==> config.mk <==
export PLATFORM = sky130hd
export DESIGN_NAME = imu_complementary_attitude
export DESIGN_NICKNAME = d
export VERILOG_FILES = /design/src/imuca_pkg.sv /design/src/imu_complementary_attitude.sv
export SDC_FILE = /design/constraint.sdc
export NUM_CORES = 2
export LEC_CHECK = 0
export BUFFER_PORTS_ARGS = -buffer_cell sky130_fd_sc_hd__buf_4
export CORE_MARGIN = 1
export CORE_UTILIZATION = 55
export DETAILED_ROUTE_END_ITERATION = 6
export PLACE_DENSITY = 0.72
export REMOVE_ABC_BUFFERS = 1
export SLEW_MARGIN = 20
export SYNTH_ARGS = -nofsm -noshare
export SYNTH_HDL_FRONTEND = slang
export SYNTH_SLANG_ARGS = --single-unit
export TNS_END_PERCENT = 20
==> constraint.sdc <==
create_clock -name i_clk -period 13 [get_ports i_clk]
set_input_delay 0.65 -clock i_clk [delete_from_list [all_inputs] [get_ports i_clk]]
set_output_delay 0.65 -clock i_clk [all_outputs]
set_load 0.02 [all_outputs]
==> src/imuca_pkg.sv <==
package imuca_pkg;

    localparam int CORDIC_STEPS = 16;
    localparam int ATAN_ENTRIES = 24;
    // Steps beyond the angle table add nothing, so the sequencer stops there.
    localparam int STEPS_EFF = (CORDIC_STEPS > ATAN_ENTRIES) ? ATAN_ENTRIES : CORDIC_STEPS;
    localparam int STEP_W = (STEPS_EFF > 1) ? $clog2(STEPS_EFF) : 1;

    localparam int CFG_INDEX_W = 8;
    localparam int CFG_DATA_W = 16;

    localparam logic [CFG_INDEX_W-1:0] REG_BLEND_WEIGHT   = CFG_INDEX_W'(0);
    localparam logic [CFG_INDEX_W-1:0] REG_GYRO_INCREMENT = CFG_INDEX_W'(1);
    localparam logic [CFG_INDEX_W-1:0] REG_TEMP_GAIN      = CFG_INDEX_W'(2);
    localparam logic [CFG_INDEX_W-1:0] REG_TEMP_OFFSET    = CFG_INDEX_W'(3);

    localparam logic [15:0] BLEND_WEIGHT_RST   = 16'd62415;
    localparam logic [15:0] GYRO_INCREMENT_RST = 16'd5120;
    localparam logic [15:0] TEMP_GAIN_RST      = 16'd50252;
    localparam logic [15:0] TEMP_OFFSET_RST    = 16'd5376;

    // +/-180 degrees in Q16.16.
    localparam logic signed [31:0] ANGLE_PI_POS = 32'sd11796480;
    localparam logic signed [31:0] ANGLE_PI_NEG = -32'sd11796480;

    // atan(2^-i) in Q16.16 degrees.
    localparam logic signed [31:0] ATAN_TAB [ATAN_ENTRIES] = '{
        32'sd2949120, 32'sd1740967, 32'sd919879, 32'sd466945,
        32'sd234379,  32'sd117304,  32'sd58666,  32'sd29335,
        32'sd14668,   32'sd7334,    32'sd3667,   32'sd1833,
        32'sd917,     32'sd458,     32'sd229,    32'sd115,
        32'sd57,      32'sd29,      32'sd14,     32'sd7,
        32'sd4,       32'sd2,       32'sd1,      32'sd0
    };

    typedef struct packed {
        logic signed [15:0] accel_x;
        logic signed [15:0] accel_y;
        logic signed [15:0] accel_z;
        logic signed [15:0] rate_x;
        logic signed [15:0] rate_y;
        logic signed [15:0] rate_z;
        logic signed [15:0] temp_sample;
    } t_in_item;

    typedef struct packed {
        logic signed [31:0] pitch_deg;
        logic signed [31:0] roll_deg;
        logic signed [31:0] yaw_deg;
        logic signed [15:0] temp_deg;
    } t_out_item;

    typedef enum logic [3:0] {
        S_IDLE,
        S_GX,
        S_GY,
        S_GZ,
        S_TEMP,
        S_CINIT,
        S_CITER,
        S_BP,
        S_BR,
        S_DONE
    } t_state;

endpackage

==> src/imu_complementary_attitude.sv <==
// Complementary attitude filter for a six-axis inertial sensor.
//
// The input channel (i_valid / o_stall) carries one raw sample: three
// acceleration axes, three angular rates and a temperature reading. The
// output channel (o_valid / i_stall) returns one result per sample: pitch,
// roll and yaw in Q16.16 degrees and temperature in Q8.8 Celsius.
//
// After its transfer a sample steps through GX, GY, GZ, TEMP, then CINIT and
// CITER for each angle, then BP, BR and DONE, which loads the result and
// raises o_valid. A new sample is taken only in idle, once the last is through.
// The block has one shared 17 x 34 bit multiplier (six products) and one
// shift-add CORDIC stage that runs CORDIC_STEPS iterations per angle, two
// angles per sample. o_stall stays high while a sample is being processed.
//
// If the receiver stalls, the result waits in the output register; a new
// sample is still taken, and its result waits until the previous one has
// been transferred. Configuration writes are taken any cycle but should be
// issued only while the block is idle. Reset clears the angle accumulators
// and o_valid and loads the default configuration values.
module imu_complementary_attitude (
    input  logic                              i_clk,
    input  logic                              i_rst_n,
    input  logic                              i_valid,
    output logic                              o_stall,
    input  imuca_pkg::t_in_item               i_item,
    output logic                              o_valid,
    input  logic                              i_stall,
    output imuca_pkg::t_out_item              o_item,
    input  logic                              i_cfg_we,
    input  logic [imuca_pkg::CFG_INDEX_W-1:0] i_cfg_index,
    input  logic [imuca_pkg::CFG_DATA_W-1:0]  i_cfg_data
);
    import imuca_pkg::*;

    localparam logic [STEP_W-1:0] STEP_LAST = STEP_W'(STEPS_EFF - 1);

    t_state r_state, n_state;

    logic [15:0]        r_blend_weight;
    logic [15:0]        r_gyro_increment;
    logic [15:0]        r_temp_gain;
    logic signed [15:0] r_temp_offset;

    logic signed [31:0] r_pitch_acc;
    logic signed [31:0] r_roll_acc;
    logic signed [31:0] r_yaw_acc;

    t_in_item           r_in;
    logic signed [50:0] r_prod;
    logic signed [33:0] r_pitch_g;
    logic signed [33:0] r_roll_g;
    logic signed [31:0] r_pitch_a;
    logic signed [31:0] r_roll_a;
    logic signed [15:0] r_temp;

    logic signed [33:0] r_x;
    logic signed [33:0] r_y;
    logic signed [31:0] r_z;
    logic [STEP_W-1:0]  r_step;
    logic               r_csel;
    logic               r_czero;

    logic               r_valid;
    t_out_item          r_out;

    // Control from the output decoder.
    logic               mul_en;
    logic signed [16:0] mul_a;
    logic signed [33:0] mul_b;
    logic               load_out;

    // Datapath terms.
    logic signed [50:0] gyro_sum;
    logic signed [24:0] gyro_d;
    logic signed [50:0] temp_sum;
    logic signed [16:0] temp_scaled;
    logic signed [17:0] temp_total;
    logic signed [15:0] temp_sat;
    logic signed [50:0] blend_sum;
    logic signed [34:0] blend_q;
    logic signed [35:0] blend_pitch;
    logic signed [35:0] blend_roll;
    logic signed [31:0] pitch_new;
    logic signed [31:0] roll_new;

    logic signed [15:0] c_num;
    logic signed [15:0] c_den;
    logic signed [33:0] c_num_s;
    logic signed [33:0] c_den_s;
    logic signed [33:0] x_sh;
    logic signed [33:0] y_sh;
    logic signed [31:0] atan_val;
    logic signed [33:0] x_next;
    logic signed [33:0] y_next;
    logic signed [31:0] z_next;
    logic signed [31:0] angle_fin;

    function automatic logic signed [31:0] sat32(input logic signed [35:0] v);
        if (v > 36'sh0_7FFF_FFFF) begin
            return 32'sh7FFF_FFFF;
        end else if (v < -36'sh0_8000_0000) begin
            return 32'sh8000_0000;
        end
        return v[31:0];
    endfunction

    // Next state.
    always_comb begin
        n_state = r_state;
        unique case (r_state)
            S_IDLE:  if (i_valid) n_state = S_GX;
            S_GX:    n_state = S_GY;
            S_GY:    n_state = S_GZ;
            S_GZ:    n_state = S_TEMP;
            S_TEMP:  n_state = S_CINIT;
            S_CINIT: n_state = S_CITER;
            S_CITER: begin
                if (r_step == STEP_LAST) begin
                    n_state = r_csel ? S_BP : S_CINIT;
                end
            end
            S_BP:    n_state = S_BR;
            S_BR:    n_state = S_DONE;
            S_DONE:  if (!r_valid || !i_stall) n_state = S_IDLE;
            default: n_state = S_IDLE;
        endcase
    end

    // Sequencer outputs: multiplier operands and handshake controls.
    always_comb begin
        mul_en   = 1'b0;
        mul_a    = '0;
        mul_b    = '0;
        load_out = 1'b0;
        o_stall  = (r_state != S_IDLE);
        unique case (r_state)
            S_GX: begin
                mul_en = 1'b1;
                mul_a  = {1'b0, r_gyro_increment};
                mul_b  = 34'(r_in.rate_x);
            end
            S_GY: begin
                mul_en = 1'b1;
                mul_a  = {1'b0, r_gyro_increment};
                mul_b  = 34'(r_in.rate_y);
            end
            S_GZ: begin
                mul_en = 1'b1;
                mul_a  = {1'b0, r_gyro_increment};
                mul_b  = 34'(r_in.rate_z);
            end
            S_TEMP: begin
                mul_en = 1'b1;
                mul_a  = {1'b0, r_temp_gain};
                mul_b  = 34'(r_in.temp_sample);
            end
            // w*g + (1-w)*a equals a*2^16 + w*(g-a), so one product per axis.
            S_BP: begin
                mul_en = 1'b1;
                mul_a  = {1'b0, r_blend_weight};
                mul_b  = r_pitch_g - 34'(r_pitch_a);
            end
            S_BR: begin
                mul_en = 1'b1;
                mul_a  = {1'b0, r_blend_weight};
                mul_b  = r_roll_g - 34'(r_roll_a);
            end
            S_DONE:  load_out = !r_valid || !i_stall;
            default: ;
        endcase
    end

    // Rounded products. Each product fits the bits that are selected.
    always_comb begin
        gyro_sum    = r_prod + 51'sd128;
        gyro_d      = gyro_sum[32:8];
        temp_sum    = r_prod + 51'sd32768;
        temp_scaled = temp_sum[32:16];
        temp_total  = 18'(temp_scaled) + 18'(r_temp_offset);
        if (temp_total > 18'sd32767) begin
            temp_sat = 16'sh7FFF;
        end else if (temp_total < -18'sd32768) begin
            temp_sat = 16'sh8000;
        end else begin
            temp_sat = temp_total[15:0];
        end
        blend_sum   = r_prod + 51'sd32768;
        blend_q     = blend_sum[50:16];
        blend_pitch = 36'(blend_q) + 36'(r_pitch_a);
        blend_roll  = 36'(blend_q) + 36'(r_roll_a);
        pitch_new   = sat32(blend_pitch);
        roll_new    = sat32(blend_roll);
    end

    // CORDIC vectoring stage.
    always_comb begin
        c_num    = r_csel ? r_in.accel_x : r_in.accel_y;
        c_den    = r_in.accel_z;
        c_num_s  = {{4{c_num[15]}}, c_num, 14'b0};
        c_den_s  = {{4{c_den[15]}}, c_den, 14'b0};
        x_sh     = r_x >>> r_step;
        y_sh     = r_y >>> r_step;
        atan_val = ATAN_TAB[5'(r_step)];
        if (!r_y[33]) begin
            x_next = r_x + y_sh;
            y_next = r_y - x_sh;
            z_next = r_z + atan_val;
        end else begin
            x_next = r_x - y_sh;
            y_next = r_y + x_sh;
            z_next = r_z - atan_val;
        end
        angle_fin = r_czero ? 32'sd0 : z_next;
    end

    // Control state.
    always_ff @(posedge i_clk) begin
        if (!i_rst_n) begin
            r_state          <= S_IDLE;
            r_valid          <= 1'b0;
            r_csel           <= 1'b0;
            r_blend_weight   <= BLEND_WEIGHT_RST;
            r_gyro_increment <= GYRO_INCREMENT_RST;
            r_temp_gain      <= TEMP_GAIN_RST;
            r_temp_offset    <= TEMP_OFFSET_RST;
            r_pitch_acc      <= '0;
            r_roll_acc       <= '0;
            r_yaw_acc        <= '0;
        end else begin
            r_state <= n_state;
            if (i_cfg_we) begin
                unique case (i_cfg_index)
                    REG_BLEND_WEIGHT:   r_blend_weight   <= i_cfg_data;
                    REG_GYRO_INCREMENT: r_gyro_increment <= i_cfg_data;
                    REG_TEMP_GAIN:      r_temp_gain      <= i_cfg_data;
                    REG_TEMP_OFFSET:    r_temp_offset    <= i_cfg_data;
                    default: ;
                endcase
            end
            if (r_state == S_IDLE) begin
                r_csel <= 1'b0;
            end else if (r_state == S_CITER && r_step == STEP_LAST) begin
                r_csel <= 1'b1;
            end
            if (r_state == S_TEMP) begin
                r_yaw_acc <= r_yaw_acc + 32'(gyro_d);
            end
            if (r_state == S_BR) begin
                r_pitch_acc <= pitch_new;
            end
            if (load_out) begin
                r_roll_acc <= roll_new;
                r_valid    <= 1'b1;
            end else if (!i_stall) begin
                r_valid <= 1'b0;
            end
        end
    end

    // Payload registers.
    always_ff @(posedge i_clk) begin
        if (r_state == S_IDLE && i_valid) begin
            r_in <= i_item;
        end
        if (mul_en) begin
            r_prod <= 51'(mul_a) * 51'(mul_b);
        end
        unique case (r_state)
            S_GY:   r_pitch_g <= 34'(r_pitch_acc) + 34'(gyro_d);
            S_GZ:   r_roll_g  <= 34'(r_roll_acc) - 34'(gyro_d);
            S_CINIT: begin
                r_step  <= '0;
                r_czero <= (c_num == 16'sd0) && (c_den == 16'sd0);
                if (c_den[15]) begin
                    r_x <= -c_den_s;
                    r_y <= -c_num_s;
                    r_z <= c_num[15] ? ANGLE_PI_NEG : ANGLE_PI_POS;
                end else begin
                    r_x <= c_den_s;
                    r_y <= c_num_s;
                    r_z <= '0;
                end
                if (!r_csel) begin
                    r_temp <= temp_sat;
                end
            end
            S_CITER: begin
                r_x    <= x_next;
                r_y    <= y_next;
                r_z    <= z_next;
                r_step <= r_step + 1'b1;
                if (r_step == STEP_LAST) begin
                    if (r_csel) begin
                        r_roll_a <= angle_fin;
                    end else begin
                        r_pitch_a <= angle_fin;
                    end
                end
            end
            default: ;
        endcase
        if (load_out) begin
            r_out.pitch_deg <= r_pitch_acc;
            r_out.roll_deg  <= roll_new;
            r_out.yaw_deg   <= r_yaw_acc;
            r_out.temp_deg  <= r_temp;
        end
    end

    assign o_valid = r_valid;
    assign o_item  = r_out;

    a_accept_starts: assert property (@(posedge i_clk) disable iff (!i_rst_n)
        (i_valid && !o_stall) |=> (r_state == S_GX))
        else $error("transfer did not start the sequencer");

    a_step_count: assert property (@(posedge i_clk) disable iff (!i_rst_n)
        (r_state == S_CITER && r_step != STEP_LAST)
            |=> (r_state == S_CITER && r_step == $past(r_step) + 1'b1))
        else $error("CORDIC iteration count skipped");

    a_second_angle: assert property (@(posedge i_clk) disable iff (!i_rst_n)
        (r_state == S_CITER && r_step == STEP_LAST && r_csel) |=> (r_state == S_BP))
        else $error("blend did not follow the second angle");

    a_result_source: assert property (@(posedge i_clk) disable iff (!i_rst_n)
        $rose(o_valid) |-> ($past(r_state) == S_DONE))
        else $error("result appeared outside the final step");

endmodule

Word-level counts from Yosys, hierarchy flattened
Memory sizes are Yosys's and may differ from the RTL's.
Index checks and enable logic that the tools add are counted.
- memories: 1
- register bits: 694
- output and inout bits: 114
- word-level logic and storage cells: 143
- input bits: 141
- ROM bits: 1024
- memories (memory ; words ; width ; read ports ; clocked after memory_dff ; write ports ; RTL line ; RTL):
    (no name shown) ; 32 ; 32 ; 1 ; 0 ; 0 ; imu_complementary_attitude.sv:203 ; atan_val = ATAN_TAB[5'(r_step)];
- order comparisons: 7
- bitwise logic cells: 3
- add/subtract/negate cells: 19
- equal/unequal tests: 17
- shift-type cells: 2
- muxes and demuxes: 37
- reduce and logical (&&, ||, !) cells: 24
- multiply operators: 1
- operator list (kind ; count):
    32-bit two-way mux ; 12
    34-bit one-hot mux with 6 select lines ; 1
    34-bit two-way mux ; 4
    34-bit one-hot mux with 2 select lines ; 2
    35-bit by 32-bit adder with 36-bit output ; 2
    36-bit by 32-bit > comparator with 1-bit output (second input constant) ; 2
    36-bit by 32-bit < comparator with 1-bit output (second input constant) ; 2
    34-bit adder ; 2
    30-bit negation with 34-bit output ; 2
    34-bit by 4-bit >>> shifter with 34-bit output ; 2
    34-bit by 32-bit subtractor with 34-bit output ; 2
    34-bit subtractor ; 2
    32-bit one-hot mux with 2 select lines ; 1
    51-bit by 17-bit adder with 51-bit output (second input constant) ; 1
    17-bit by 34-bit multiplier with 51-bit output ; 1
    16-bit one-hot mux with 3 select lines ; 1
    4-bit one-hot mux with 10 select lines ; 1
    32-bit by 25-bit adder with 33-bit output ; 1
    33-bit by 9-bit adder with 33-bit output (second input constant) ; 1
    32-bit by 25-bit subtractor with 33-bit output ; 1
    32-bit by 25-bit adder with 32-bit output ; 1
    32-bit adder ; 1
    16-bit zero test ; 2
    16-bit two-way mux ; 2
    other kinds (32) ; 61

Longest topological paths before layout
- depth in word-level cells: 7
- depth in mapped cells: 38
- mapped depth without buffers: 36

Worst setup path after synthesis
OpenSTA, ideal clock, no wires.
- path type: flip-flop to flip-flop
- from: reg r_state[2]
- to: reg r_prod[36] (data pin)
- data arrival time: 8.886 ns
- data required time: 12.731 ns
- slack: 3.845 ns
- stages on the path, launching flop included: 31
- clock period less this slack: 9.155 ns
- cell sequence: dfxtp_1 > clkbuf_1 > or2_2 > nor2_1 > clkbuf_1 > a22oi_1 > nand3_1 > clkbuf_1 > nand2_1 > fa_1 > inv_1 > fa_1 > inv_1 > fa_1 > inv_1 > fa_1 > inv_1 > fa_1 > inv_1 > fa_1 > ha_1 > a211oi_1 > o21ai_0 > a221oi_1 > o31a_1 > o21ai_0 > a21oi_1 > o31a_1 > o211ai_1 > a221oi_1 > a21oi_1
- longest elaborated chain between the ends: 4
- ends and longest elaborated chain (element ; RTL line ; RTL):
    from (decl) ; imu_complementary_attitude.sv:37 ; t_state r_state, n_state;
    from (signal assigned) ; imu_complementary_attitude.sv:230 ; r_state <= n_state;
    4-bit by 2-bit == test with 1-bit output, or another cell as far along ; imu_complementary_attitude.sv:136 ; unique case (r_state)
    3-bit OR reduction (no source line) or 2-bit OR reduction (tied branches) ; n/a ;
    16-bit one-hot mux with 3 select lines ; imu_complementary_attitude.sv:136 ;
    17-bit by 34-bit multiplier with 51-bit output (*) ; imu_complementary_attitude.sv:266 ; r_prod <= 51'(mul_a) * 51'(mul_b);
    to (signal assigned) ; imu_complementary_attitude.sv:266 ;
    to (decl) ; imu_complementary_attitude.sv:49 ; logic signed [50:0] r_prod;
Every way passes the cells marked *; elsewhere a longest branch is shown, timed or not.
A chain may end at the register's enable or synchronous reset.

Worst setup path in the final report
- from: reg r_pitch_a[7]
- to: reg r_prod[49] (data pin)
- longest elaborated chain between the ends: 3
- ends and longest elaborated chain (element ; RTL line ; RTL):
    from (decl) ; imu_complementary_attitude.sv:52 ; logic signed [31:0] r_pitch_a;
    from (signal assigned) ; imu_complementary_attitude.sv:296 ; r_pitch_a <= angle_fin;
    34-bit by 32-bit subtractor with 34-bit output ; imu_complementary_attitude.sv:161 ; mul_b = r_pitch_g - 34'(r_pitch_a);
    34-bit one-hot mux with 6 select lines ; imu_complementary_attitude.sv:136 ;
    17-bit by 34-bit multiplier with 51-bit output ; imu_complementary_attitude.sv:266 ;
Every way passes these cells.

==> impl_results.md <==
* Status: finished, final reports clean
* Max Clock Freq at roughly 100 MHz
* RR Endpoint: r_prod[49]
* IO buf count at 254
* Die H at between 300 and 400 um
* Syn-to-layout area delta at 9.82%
* Unrepaired setup endpoints after global routing: false
* Metal-1 WL at between 80 and 90 mm
* Routed via count at 55900
* Wire per inst at ~23 um
* Setup bufs post-CTS at 0
* Met2 WL at 92.5 mm
* CP max-delay cell: fa_1
* Yosys warns at 0
* Register-to-Register Setup Slack at a little under 3 ns
* Post-Place Cells at 8949
* Crit path launch type: flop
* Internal power at ~0.0045 W
* Core area at 122000 um^2
* Switching Share at a little under a third
* H-Tree Level Count at 3
* Area of the die at around 120000 um^2
* Post-route ant nets at 0
* Largest net degree at the start of global routing at between 90 and 100
* Netlist Area Pre-Place at 67300 um^2
* Overall power at 0.00655 W
* Vias in the first global route at around 54000
* PwrDens at roughly 89 nW/um^2
* Resized cells post-CTS at 0
* Total DRC errors in the routed layout at 0
* Setup TNS at 0 ns
* Layout cells sized above 1 at a little under a tenth
* HPWL after DPL at between 150 and 200 mm
* Routability cong. at around 1
* Critical Path AT at 10.48 ns
* R2R cell count at 33
* Std-Cell Rows at roughly 130
* Fin nets at roughly 8500
* LEAKAGE at 32.5 nW
* Netlist cell types at 98
* P_sw at approximately 0.0021 W
* Kind of critical path: flop to flop
* Post-CTS Hold Fix Bufs at 0
* Post-synth EDFFs at just over 500
* Critical-path maximum fanout at 8
* Clock network fraction of design power at roughly two fifths
* Register area share after synthesis at around 28%
* Initial Util at a little under three fifths
* Minimum clock period at between 10 and 15 ns
* Worst vdd ir at ~130 uV
* Fin. max-slew vios at 0
* Total Wirelength at ~210 mm
* CP max stage delay at roughly 0.55 ns
* Worst-Skew Late Latency at 0.73 ns
* Layout Skew at roughly 0.055 ns
* Mapped Cells at roughly 7300
* Clock-pin slew on the worst setup and hold paths at approximately 0.06 ns
* Hold Path Class: input pin to flop
* Initial antenna violation count at 10
* Slew headroom at roughly 22%
* Initial DRC count at ~5900
* Flop pwr share at a little under two fifths
* GR Overflow Total at 0
* Worst Setup SP: r_pitch_a[7]
* Crit path to: r_prod[49]
* Asr flop ratio synth at 0%
* CTS tree: done
* Num Clock Sinks at ~700
* Total Routing Usage GR at between 30 and 40%
* CTS Buf Count at between 80 and 90
* Ys flop type: edfxtp_1
* Slew at the pin closest to its max-slew limit at about 1.1 ns
* Met3 wire len at around 22 mm
* Max Used Layer: met5
* I/O pin total at between 200 and 300
* Flops & latches, synth at 685
* Final period util at between 70 and 80%
* Max_cap viols at 0
* Finished Layout Cells at around 9100
* CTS max path bufs at 3
* CP Capture Type: flop
* Worst Path Required at 13.44 ns
* Combinational share of power at between 20% and 30%
* Most used cell, CP: fa_1
* # setup viols final at 0
* CTS root buffer: clkbuf_16
* Syn Area/Cell at approximately 9.3 um^2
* Drt first pass iters at 6
* Worst r2r src: r_pitch_a[7]
* Die X at between 300 and 400 um
* Global-route wire length before repair at 323 mm
* Hold Violations, Final at 0
* DR vias/cell at around 6.1
[state kept, by name, indices dropped and copies added (netlist names), 33 cells and up]
name,count
r_x,34
o_item,112
r_prod,44
r_y,34
r_roll_g,33
r_in,96
r_pitch_g,33
[power groups by stage]
stage	Clock, W	Combinational, W	Sequential, W
2_1_floorplan	0	0.000928	0.00253
3_3_place_gp	0	0.00144	0.00255
3_5_place_dp	0	0.00145	0.00255
4_1_cts	0.00258	0.00147	0.00251
5_1_grt	0.00265	0.00161	0.00251
6_report	0.00254	0.00150	0.00251
[kinds of logic (layout without fill, tap and decap cells)]
| group | count (synthesis) | in the layout | synth area share (%) |
|---|---|---|---|
| buffers and inverters | 1110 | 1311 | 6.34 |
| and+or+nand+nor | 2125 | 2125 | 14.3 |
| adders and majority gates | 1003 | 1003 | 24.4 |
| DFF | 685 | 685 | 28.1 |
| other | 0 | 3 | 0 |
| xor gates and xnor gates | 491 | 491 | 6.39 |
| AOI/OAI and AO/OA | 1638 | 1638 | 15.7 |
| muxes | 222 | 222 | 4.77 |
[worst max-delay path: cells and delay by family, from the launching register on]
family / cells / cell delay (ns)
AO/OA/AOI/OAI: 16 / 4.86
adder cells (fa/ha/maj): 8 / 3.73
flip-flops: 1 / 0.38
AND/OR/NAND/NOR: 3 / 0.38
buffers and inverters: 5 / 0.26
XOR/XNOR: 1 / 0.15
[per-layer routing]
layer	track usage, %	vias up
met5	0	-
met4	14.2	6
met3	7.33	433
met2	51.3	2728
met1	47.2	27300
li1	-	25400
[cell usage in the layout (no fill, tap or decap), types with 52 or more instances in the layout]
master	n
and2_1	142
and3_1	52
nand3_1	125
xnor2_1	315
nor2b_1	55
buf_4	352
clkbuf_16	82
ha_1	477
nand2b_1	63
fa_1	520
o21ai_0	333
nand2_1	855
inv_1	803
a21o_1	187
nor3_1	99
a31oi_1	64
nor2_1	542
o21a_1	75
mux4_2	74
mux2i_1	101
edfxtp_1	519
xor2_1	176
dfxtp_1	165
a21oi_1	478
[Yosys cell counts, types with 29 or more instances]
master | count | area (um^2)
nand4_1 | 34 | 213
nor2b_1 | 56 | 350
and3_1 | 53 | 332
o21a_1 | 75 | 563
ha_1 | 477 | 5970
xor2_1 | 176 | 1540
a21o_1 | 187 | 1400
nand2_1 | 860 | 3230
o21bai_1 | 48 | 360
inv_1 | 804 | 3020
dfxtp_1 | 166 | 3320
o21ai_0 | 338 | 1690
mux2_2 | 35 | 394
nor2_1 | 547 | 2050
xnor2_1 | 315 | 2760
or3_1 | 29 | 181
o31ai_1 | 40 | 300
o211ai_1 | 33 | 248
a21oi_1 | 479 | 2400
a211oi_1 | 45 | 338
edfxtp_1 | 519 | 15600
clkbuf_1 | 239 | 897
a31oi_1 | 64 | 400
nand3_1 | 125 | 626
fa_1 | 520 | 10400
a22oi_1 | 44 | 330
and2_1 | 142 | 888
nor3_1 | 102 | 510
mux4_2 | 74 | 1670
nand2b_1 | 63 | 394
mux2i_1 | 101 | 1010
[metrics by stage]
stage          hold slack (ns)  setup WS, ns  util, %  cell area (um^2)
4_1_cts                 0.0462          3.07     60.8             73900
3_5_place_dp             0.405          3.15     58.3             70900
2_1_floorplan            0.400          2.00        -             66100
6_report                0.0998          2.96     60.8             74000
5_1_grt                 0.0615          2.33     60.8             73900
3_3_place_gp             0.403          3.29     58.3             70900
[layout make-up]
type / instances / area [um^2]
Antenna cell: 3 / 7.51
Clock buffer: 97 / 2170
Clock inverter: 53 / 830
Fill cell: 10400 / 47600
Inverter: 808 / 3030
Multi-Input combinational cell: 5479 / 44300
Sequential cell: 685 / 18900
Tap cell: 1625 / 2030
Timing Repair Buffer: 353 / 2670
[worst min path at each step]
stage	from	to	slack, ns	cells after the start
after detailed placement	r_temp[8]	o_item[8]	0.41	0
after global routing	i_item[83]	r_in[83]	0.06	1
after CTS	i_item[0]	r_in[0]	0.05	1
final	i_item[100]	r_in[100]	0.1	1
after floorplan	r_temp[0]	o_item[0]	0.40	0
after global placement	r_temp[14]	o_item[14]	0.40	0
No activity file was read; power rests on OpenSTA's default activity.
